==> config.mk <==
export PLATFORM = sky130hd
export DESIGN_NAME = polyline_stroke_quad_expand
export DESIGN_NICKNAME = d
export VERILOG_FILES = /design/src/hw/rtl/psq_pkg.sv /design/src/hw/rtl/polyline_stroke_quad_expand.sv /design/src/hw/rtl/psq_vertex_gen.sv
export SDC_FILE = /design/constraint.sdc
export NUM_CORES = 2
export LEC_CHECK = 0
export BUFFER_PORTS_ARGS = -buffer_cell sky130_fd_sc_hd__clkbuf_2
export CAP_MARGIN = 20
export CORE_ASPECT_RATIO = 2
export CORE_MARGIN = 5
export CORE_UTILIZATION = 59
export DETAILED_ROUTE_END_ITERATION = 6
export GPL_TIMING_DRIVEN = 0
export PLACE_DENSITY = 0.8
export SLEW_MARGIN = 5
export SYNTH_ARGS = -nofsm -noshare
export SYNTH_HDL_FRONTEND = slang
export SYNTH_SLANG_ARGS = --single-unit
==> constraint.sdc <==
create_clock -name clock -period 11.6 [get_ports clock]
set_clock_uncertainty 0.2 [all_clocks]
set_input_delay 0.58 -clock clock [delete_from_list [all_inputs] [get_ports clock]]
set_output_delay 0.58 -clock clock [all_outputs]
set_load 0.01 [all_outputs]
==> src/hw/rtl/psq_pkg.sv <==
// Package for the polyline stroke quad expander.
// Holds the request/response word types, mode and register codes and limits.
// No dependencies.
package psq_pkg;

   localparam int unsigned MAX_SEGMENTS = 512;
   localparam logic [15:0] BASE_LIMIT = 16'(4 * MAX_SEGMENTS);
   localparam logic [15:0] WIDTH_MIN = 16'd256;

   localparam logic [1:0] MODE_BEGIN = 2'd0;
   localparam logic [1:0] MODE_MOVE  = 2'd1;
   localparam logic [1:0] MODE_LINE  = 2'd2;

   localparam logic KIND_VERTEX = 1'b0;
   localparam logic KIND_TRI    = 1'b1;

   localparam logic CSR_LINE_WIDTH  = 1'b0;
   localparam logic CSR_STROKE_RGBA = 1'b1;

   typedef struct packed {
      logic [1:0]         mode;
      logic signed [23:0] pos_x;
      logic signed [23:0] pos_y;
   } req_word_type;

   typedef struct packed {
      logic               kind;
      logic signed [23:0] vert_x;
      logic signed [23:0] vert_y;
      logic [15:0]        vert_index;
      logic [15:0]        tri_a;
      logic [15:0]        tri_b;
      logic [15:0]        tri_c;
      logic [31:0]        vert_color;
      logic               last;
   } rsp_word_type;

   typedef struct packed {
      logic signed [23:0] x1;
      logic signed [23:0] y1;
      logic signed [23:0] px;
      logic signed [23:0] py;
      logic signed [18:0] ux;
      logic signed [18:0] uy;
      logic [15:0]        base;
      logic [31:0]        color;
      logic [2:0]         slot;
   } geom_type;

endpackage

==> src/hw/rtl/polyline_stroke_quad_expand.sv <==
// Top level of the polyline stroke quad expander.
// Sequencer with one shared multiplier and a bit-serial sqrt/divide datapath.
// Depends on psq_pkg and psq_vertex_gen.
//
// Begin, move, unused and dropped line commands emit no response words. A line
// command runs two squaring multiplies and a sum, a 32-step square root, then
// per axis one width multiply, a load and a 48-step long division, all through
// the one multiplier, with one subtract/compare unit for the root and one for the
// division, then emits six response words. A zero-length segment skips the root
// and divisions. The input is stalled until the last response word of a segment is taken.
module polyline_stroke_quad_expand (
   input  logic                  clock,
   input  logic                  reset,
   input  logic                  req_valid,
   output logic                  req_stall,
   input  psq_pkg::req_word_type req_word,
   output logic                  rsp_valid,
   input  logic                  rsp_stall,
   output psq_pkg::rsp_word_type rsp_word,
   input  logic                  csr_we,
   input  logic                  csr_index,
   input  logic [31:0]           csr_wdata
);
   import psq_pkg::*;

   localparam logic [3:0] ST_IDLE  = 4'd0;
   localparam logic [3:0] ST_SQX   = 4'd1;
   localparam logic [3:0] ST_SQY   = 4'd2;
   localparam logic [3:0] ST_SUM   = 4'd3;
   localparam logic [3:0] ST_SQRT  = 4'd4;
   localparam logic [3:0] ST_MUL   = 4'd5;
   localparam logic [3:0] ST_DLOAD = 4'd6;
   localparam logic [3:0] ST_DIV   = 4'd7;
   localparam logic [3:0] ST_EMIT  = 4'd8;

   logic [3:0]  state_ff, state_in;
   logic [15:0] width_ff, width_in;
   logic [31:0] rgba_ff, rgba_in;
   logic signed [23:0] cur_x_ff, cur_x_in, cur_y_ff, cur_y_in;
   logic [15:0] base_ff, base_in;
   logic signed [23:0] x1_ff, x1_in, y1_ff, y1_in;
   logic [24:0] ax_ff, ax_in, ay_ff, ay_in;
   logic        nx_ff, nx_in, ny_ff, ny_in;
   logic [15:0] w_ff, w_in;
   logic [49:0] prod_ff, prod_in, acc_ff, acc_in;
   logic [63:0] rad_ff, rad_in;
   logic [34:0] srem_ff, srem_in;
   logic [31:0] root_ff, root_in;
   logic [47:0] num_ff, num_in;
   logic [31:0] drem_ff, drem_in;
   logic [5:0]  cnt_ff, cnt_in;
   logic        axis_ff, axis_in;
   logic signed [18:0] ux_ff, ux_in, uy_ff, uy_in;
   logic [2:0]  slot_ff, slot_in;

   logic [24:0] mul_a, mul_b;
   logic [49:0] mul_p;
   logic [49:0] s_sum;
   logic [24:0] dx, dy;
   logic [34:0] sr_sh, sr_trial;
   logic        sr_ge;
   logic [32:0] dv_sh;
   logic        dv_ge;
   logic [18:0] q_pos;
   logic        req_take;
   geom_type    geom;

   assign req_stall = (state_ff != ST_IDLE);
   assign req_take  = req_valid && !req_stall;
   assign rsp_valid = (state_ff == ST_EMIT);

   assign dx = 25'(req_word.pos_x) - 25'(cur_x_ff);
   assign dy = 25'(req_word.pos_y) - 25'(cur_y_ff);

   always_comb begin
      mul_a = ax_ff;
      mul_b = ax_ff;
      if (state_ff == ST_SQY) begin
         mul_a = ay_ff;
         mul_b = ay_ff;
      end else if (state_ff == ST_MUL) begin
         mul_a = axis_ff ? ay_ff : ax_ff;
         mul_b = 25'(w_ff);
      end
   end
   assign mul_p = mul_a * mul_b;

   assign s_sum    = acc_ff + prod_ff;
   assign sr_sh    = {srem_ff[32:0], rad_ff[63:62]};
   assign sr_trial = {1'b0, root_ff, 2'b01};
   assign sr_ge    = (sr_sh >= sr_trial);
   assign dv_sh    = {drem_ff, num_ff[47]};
   assign dv_ge    = (dv_sh >= {1'b0, root_ff});

   always_comb begin
      state_in = state_ff;
      width_in = width_ff;
      rgba_in  = rgba_ff;
      cur_x_in = cur_x_ff;
      cur_y_in = cur_y_ff;
      base_in  = base_ff;
      x1_in    = x1_ff;
      y1_in    = y1_ff;
      ax_in    = ax_ff;
      ay_in    = ay_ff;
      nx_in    = nx_ff;
      ny_in    = ny_ff;
      w_in     = w_ff;
      prod_in  = prod_ff;
      acc_in   = acc_ff;
      rad_in   = rad_ff;
      srem_in  = srem_ff;
      root_in  = root_ff;
      num_in   = num_ff;
      drem_in  = drem_ff;
      cnt_in   = cnt_ff;
      axis_in  = axis_ff;
      ux_in    = ux_ff;
      uy_in    = uy_ff;
      slot_in  = slot_ff;

      if (csr_we) begin
         unique case (csr_index)
            CSR_LINE_WIDTH:  width_in = csr_wdata[15:0];
            CSR_STROKE_RGBA: rgba_in  = csr_wdata;
            default: ;
         endcase
      end

      unique case (state_ff)
         ST_IDLE: begin
            if (req_take) begin
               unique case (req_word.mode)
                  MODE_BEGIN: begin
                     cur_x_in = '0;
                     cur_y_in = '0;
                     base_in  = '0;
                  end
                  MODE_MOVE: begin
                     cur_x_in = req_word.pos_x;
                     cur_y_in = req_word.pos_y;
                     base_in  = '0;
                  end
                  MODE_LINE: begin
                     x1_in    = cur_x_ff;
                     y1_in    = cur_y_ff;
                     cur_x_in = req_word.pos_x;
                     cur_y_in = req_word.pos_y;
                     nx_in    = dx[24];
                     ny_in    = dy[24];
                     ax_in    = dx[24] ? (25'd0 - dx) : dx;
                     ay_in    = dy[24] ? (25'd0 - dy) : dy;
                     w_in     = (width_ff < WIDTH_MIN) ? WIDTH_MIN : width_ff;
                     if (base_ff < BASE_LIMIT) begin
                        state_in = ST_SQX;
                     end
                  end
                  default: ;
               endcase
            end
         end
         ST_SQX: begin
            prod_in  = mul_p;
            state_in = ST_SQY;
         end
         ST_SQY: begin
            acc_in   = prod_ff;
            prod_in  = mul_p;
            state_in = ST_SUM;
         end
         ST_SUM: begin
            axis_in = 1'b0;
            slot_in = '0;
            if (s_sum == '0) begin
               ux_in    = '0;
               uy_in    = '0;
               state_in = ST_EMIT;
            end else begin
               rad_in   = {s_sum, 14'd0};
               srem_in  = '0;
               root_in  = '0;
               cnt_in   = '0;
               state_in = ST_SQRT;
            end
         end
         ST_SQRT: begin
            rad_in  = {rad_ff[61:0], 2'b00};
            if (sr_ge) begin
               srem_in = sr_sh - sr_trial;
               root_in = {root_ff[30:0], 1'b1};
            end else begin
               srem_in = sr_sh;
               root_in = {root_ff[30:0], 1'b0};
            end
            cnt_in = cnt_ff + 6'd1;
            if (cnt_ff == 6'd31) begin
               state_in = ST_MUL;
            end
         end
         ST_MUL: begin
            prod_in  = mul_p;
            state_in = ST_DLOAD;
         end
         ST_DLOAD: begin
            num_in   = {prod_ff[40:0], 7'd0} + {17'd0, root_ff[31:1]};
            drem_in  = '0;
            cnt_in   = '0;
            state_in = ST_DIV;
         end
         ST_DIV: begin
            drem_in = dv_ge ? 32'(dv_sh - {1'b0, root_ff}) : dv_sh[31:0];
            num_in  = {num_ff[46:0], dv_ge};
            cnt_in  = cnt_ff + 6'd1;
            if (cnt_ff == 6'd47) begin
               state_in = ST_MUL;
            end
         end
         ST_EMIT: begin
            if (!rsp_stall) begin
               slot_in = slot_ff + 3'd1;
               if (slot_ff == 3'd5) begin
                  base_in  = base_ff + 16'd4;
                  state_in = ST_IDLE;
               end
            end
         end
         default: state_in = ST_IDLE;
      endcase
   end

   assign q_pos = {1'b0, num_in[17:0]};

   // Division finished: store the signed quotient and pick the next axis.
   logic [3:0]  state_fin;
   logic        axis_fin;
   logic signed [18:0] ux_fin, uy_fin;
   always_comb begin
      state_fin = state_in;
      axis_fin  = axis_in;
      ux_fin    = ux_in;
      uy_fin    = uy_in;
      if (state_ff == ST_DIV && cnt_ff == 6'd47) begin
         if (axis_ff == 1'b0) begin
            ux_fin    = nx_ff ? (19'sd0 - $signed(q_pos)) : $signed(q_pos);
            axis_fin  = 1'b1;
            state_fin = ST_MUL;
         end else begin
            uy_fin    = ny_ff ? (19'sd0 - $signed(q_pos)) : $signed(q_pos);
            state_fin = ST_EMIT;
         end
      end
   end

   always_ff @(posedge clock) begin
      if (reset) begin
         state_ff <= ST_IDLE;
         width_ff <= WIDTH_MIN;
         rgba_ff  <= 32'hffff_ffff;
         cur_x_ff <= '0;
         cur_y_ff <= '0;
         base_ff  <= '0;
         slot_ff  <= '0;
         axis_ff  <= 1'b0;
         cnt_ff   <= '0;
      end else begin
         state_ff <= state_fin;
         width_ff <= width_in;
         rgba_ff  <= rgba_in;
         cur_x_ff <= cur_x_in;
         cur_y_ff <= cur_y_in;
         base_ff  <= base_in;
         slot_ff  <= slot_in;
         axis_ff  <= axis_fin;
         cnt_ff   <= cnt_in;
      end
   end

   always_ff @(posedge clock) begin
      x1_ff   <= x1_in;
      y1_ff   <= y1_in;
      ax_ff   <= ax_in;
      ay_ff   <= ay_in;
      nx_ff   <= nx_in;
      ny_ff   <= ny_in;
      w_ff    <= w_in;
      prod_ff <= prod_in;
      acc_ff  <= acc_in;
      rad_ff  <= rad_in;
      srem_ff <= srem_in;
      root_ff <= root_in;
      num_ff  <= num_in;
      drem_ff <= drem_in;
      ux_ff   <= ux_fin;
      uy_ff   <= uy_fin;
   end

   assign geom.x1    = x1_ff;
   assign geom.y1    = y1_ff;
   assign geom.px    = cur_x_ff;
   assign geom.py    = cur_y_ff;
   assign geom.ux    = ux_ff;
   assign geom.uy    = uy_ff;
   assign geom.base  = base_ff;
   assign geom.color = rgba_ff;
   assign geom.slot  = slot_ff;

   psq_vertex_gen u_vertex_gen (
      .geom (geom),
      .word (rsp_word)
   );

endmodule

==> src/hw/rtl/psq_vertex_gen.sv <==
// Response word builder for the polyline stroke quad expander.
// Forms one vertex or triangle word from the held segment geometry.
// Depends on psq_pkg.
module psq_vertex_gen (
   input  psq_pkg::geom_type     geom,
   output psq_pkg::rsp_word_type word
);
   import psq_pkg::*;

   logic signed [26:0] x1_e, y1_e, px_e, py_e, ux_e, uy_e;
   logic signed [26:0] sum_x, sum_y;

   function automatic logic signed [23:0] sat24(input logic signed [26:0] v);
      logic signed [23:0] r;
      if (v > 27'sd8388607) begin
         r = 24'sh7fffff;
      end else if (v < -27'sd8388608) begin
         r = 24'sh800000;
      end else begin
         r = v[23:0];
      end
      return r;
   endfunction

   assign x1_e = 27'(geom.x1);
   assign y1_e = 27'(geom.y1);
   assign px_e = 27'(geom.px);
   assign py_e = 27'(geom.py);
   assign ux_e = 27'(geom.ux);
   assign uy_e = 27'(geom.uy);

   always_comb begin
      unique case (geom.slot)
         3'd0: begin
            sum_x = x1_e - ux_e + uy_e;
            sum_y = y1_e - uy_e - ux_e;
         end
         3'd1: begin
            sum_x = px_e + ux_e + uy_e;
            sum_y = py_e + uy_e - ux_e;
         end
         3'd2: begin
            sum_x = px_e + ux_e - uy_e;
            sum_y = py_e + uy_e + ux_e;
         end
         default: begin
            sum_x = x1_e - ux_e - uy_e;
            sum_y = y1_e - uy_e + ux_e;
         end
      endcase
   end

   always_comb begin
      word = '0;
      if (geom.slot < 3'd4) begin
         word.kind       = KIND_VERTEX;
         word.vert_x     = sat24(sum_x);
         word.vert_y     = sat24(sum_y);
         word.vert_index = geom.base + 16'(geom.slot);
         word.vert_color = geom.color;
      end else if (geom.slot == 3'd4) begin
         word.kind  = KIND_TRI;
         word.tri_a = geom.base + 16'd1;
         word.tri_b = geom.base + 16'd2;
         word.tri_c = geom.base;
      end else begin
         word.kind  = KIND_TRI;
         word.tri_a = geom.base;
         word.tri_b = geom.base + 16'd2;
         word.tri_c = geom.base + 16'd3;
         word.last  = 1'b1;
      end
   end

endmodule

==> results.ini <==
[yosys]
synth_area_leaders = edfxtp_1 18%, fa_1 17%, ha_1 11%
yosysTopAreaCell = edfxtp_1
synthArstFlopShare = 0
ys_warn_count = 0
synth_top_area_frac = 0.183
synth_edf_count = 393
postSynthAreaPerCell_um2 = 8.59
synth_area_um2 = 64400
ys_types = 91
ys_top_cells_by_count = 893 x inv_1, 884 x nand2_1, 744 x nor2_1
ys_ff_latch = 573
synth_cells = 7500
synth_ff_type = edfxtp_1
yosysMostFrequentCell = inv_1
synth-seq-area-share = 0.239

[setup_path]
timing.critical_path.mode_cell = fa_1
arrival_ps = 11420
max_stage_delay_ps = 950
cp-start-kind = flip-flop
cp_top_family = adder cells
crit_type = reg -> reg
crit_required_ps = 11820
slowest_stage = o21ai_1
path_max_fanout = 10
cp-end-kind = flip-flop
critical_path_buf_inv_count = 7

[floorplanning]
coreArea_um2 = 108000
die_w_um = 244
fp.dieArea_um2 = 116000
row_count = 171
die_h_um = 477
num_io_pins = 236
initial_utilization = 0.594

[clock_tree]
cts_tree = done
clock_path_buffers = 3
clk_latency_ps = 680
numCtsBuffers = 53
cts_sinks = 573
cts_root_buffer = clkbuf_16
htreeDepth = 2
cts.clk_slew.worst_paths_ps = 70

[grt]
gr-usage-all-layers = 0.399
antenna_found_initial = 6
grt_pass1_vias = 59751
grt_overflow_total = 0
grt_max_degree = 69
grt_first_pass_wirelength_mm = 351

[sta]
rsz0062_at_grt = no
hold_viol = 0
period_share = 0.965
final.min_clock_period_ps = 11200
maxSlewHeadroom = 0.186
setup_viol = 0
timing.fmax_mhz = 89.3
worstMarginPinSlew_ps = 1210
finalMaxSlewViolations = 0

[cells_and_area]
area_growth_syn_to_layout_pct = 8.76
fin_area_um2 = 70100
final_nets = 9054
drive_above_1_share = 0.0687

[routing]
wl_per_cell_um = 25.6
drt_iter0_markers = 4702
vias = 57727
drc_errors = 0
routed_wl_mm = 237
ant_nets = 0
met2_length_mm = 117
met3_length_mm = 15.1
wl_met1_mm = 73.4
drt-vias-per-instance = 6.22
first_pass_iters = 6
top_layer = met4

[worst_hold_path]
min_path_type = in -> reg

[placed_design]
dpl.hpwl_mm = 192
place.gp.congestion = 1.10
placed_cell_area_um2 = 67700
portBuffers = 230

[outcome]
run_status = completed

[job]
maxCapViolCount = 0

## state kept, by name, summed over array words and instances (netlist names), 32 cells and up
register  count
acc_ff       50
drem_ff      32
num_ff       48
prod_ff      50
rad_ff       50
rgba_ff      32
root_ff      32
srem_ff      33
## worst paths after layout
path | start | endpoint | slack (ps) | cells after the start
setup / recovery | state_ff[0]$_SDFFE_PP0P_ | prod_ff[48]$_DFFE_PP_ | 400 | 32
hold / removal | req_word[21] | cur_y_ff[21]$_SDFFE_PP0P_ | 30 | 3
setup reg to reg | state_ff[0]$_SDFFE_PP0P_ | prod_ff[48]$_DFFE_PP_ | 400 | 32
hold reg to reg | width_ff[1]$_SDFFE_PP0P_ | width_ff[1]$_SDFFE_PP0P_ | 250 | 2
## repair_timing
action                     CTS  global route
pin swaps                    0             1
setup endpoints to repair   17            10
hold endpoints to repair    36             0
gates resized for setup     31            61
hold buffers                30             0
setup buffers                0             0
## through the flow
step	worst slack (ps)	std cells	hold slack [ps]	setup TNS, ps	util
floorplan	970	7501	232	0	-
global placement	-2870	9115	242	-133540	0.621
detailed placement	-861	9143	244	-5490	0.625
CTS	127	9271	0.932	0	0.645
global route	2.18	9275	16.2	0	0.646
finish	403	9277	27.3	0	0.646
## tightest hold or removal path: cells and delay by family
kind / cells / cell delay [ps]
buf+inv: 1 / 100
simple gates: 1 / 80
compound gates: 1 / 60
## cells by family (layout without fill, tap and decap cells)
family                     count (synthesis)  in the layout  share of synthesized area
and+or+nand+nor                         2414           2414                      0.167
DFF                                      573            573                      0.239
other                                      1              7                  0.0000582
adders and majority gates               1124           1124                      0.281
muxes                                    140            140                     0.0224
AOI/OAI and AO/OA                       1539           1539                      0.151
xor gates and xnor gates                 506            506                     0.0688
buffers and inverters                   1203           1590                     0.0707
## layout make-up
cell class	count	area, um2
Multi-Input combinational cell	5725	44600
Fill cell	9202	38400
Sequential cell	573	15400
Inverter	895	3360
Timing Repair Buffer	292	1840
Tap cell	1384	1730
Clock buffer	65	1430
Buffer	303	1240
Clock inverter	35	418
Antenna cell	5	12.5
## placed cells by master, fill, tap and decap left out, drive strengths merged, types with 23 or more instances in the layout
master	count
inv	901
nand2	884
nor2	745
ha	584
clkbuf	551
fa	539
a21oi	482
edfxtp	393
o21ai	370
xnor2	351
nand3	221
dfxtp	180
a21o	176
xor2	155
mux2i	105
nor2b	96
nor3	90
and2	88
nand2b	79
o21a	78
buf	77
o21bai	52
nand4	48
a211oi	46
and3	43
a31oi	43
a22o	41
mux2	35
o31ai	32
o211ai	32
dlygate4sd3	30
or3	27
or2	23
nor4	23
## per-layer routing
metal,vias to the layer above,global-route usage
met4,0,0.407
li1,25966,-
met2,2630,0.698
met1,27954,0.378
met3,1177,0.0744
met5,-,0
Power is not shown: default switching activity piles up to over one toggle a cycle in this logic, so the estimate is an artifact.
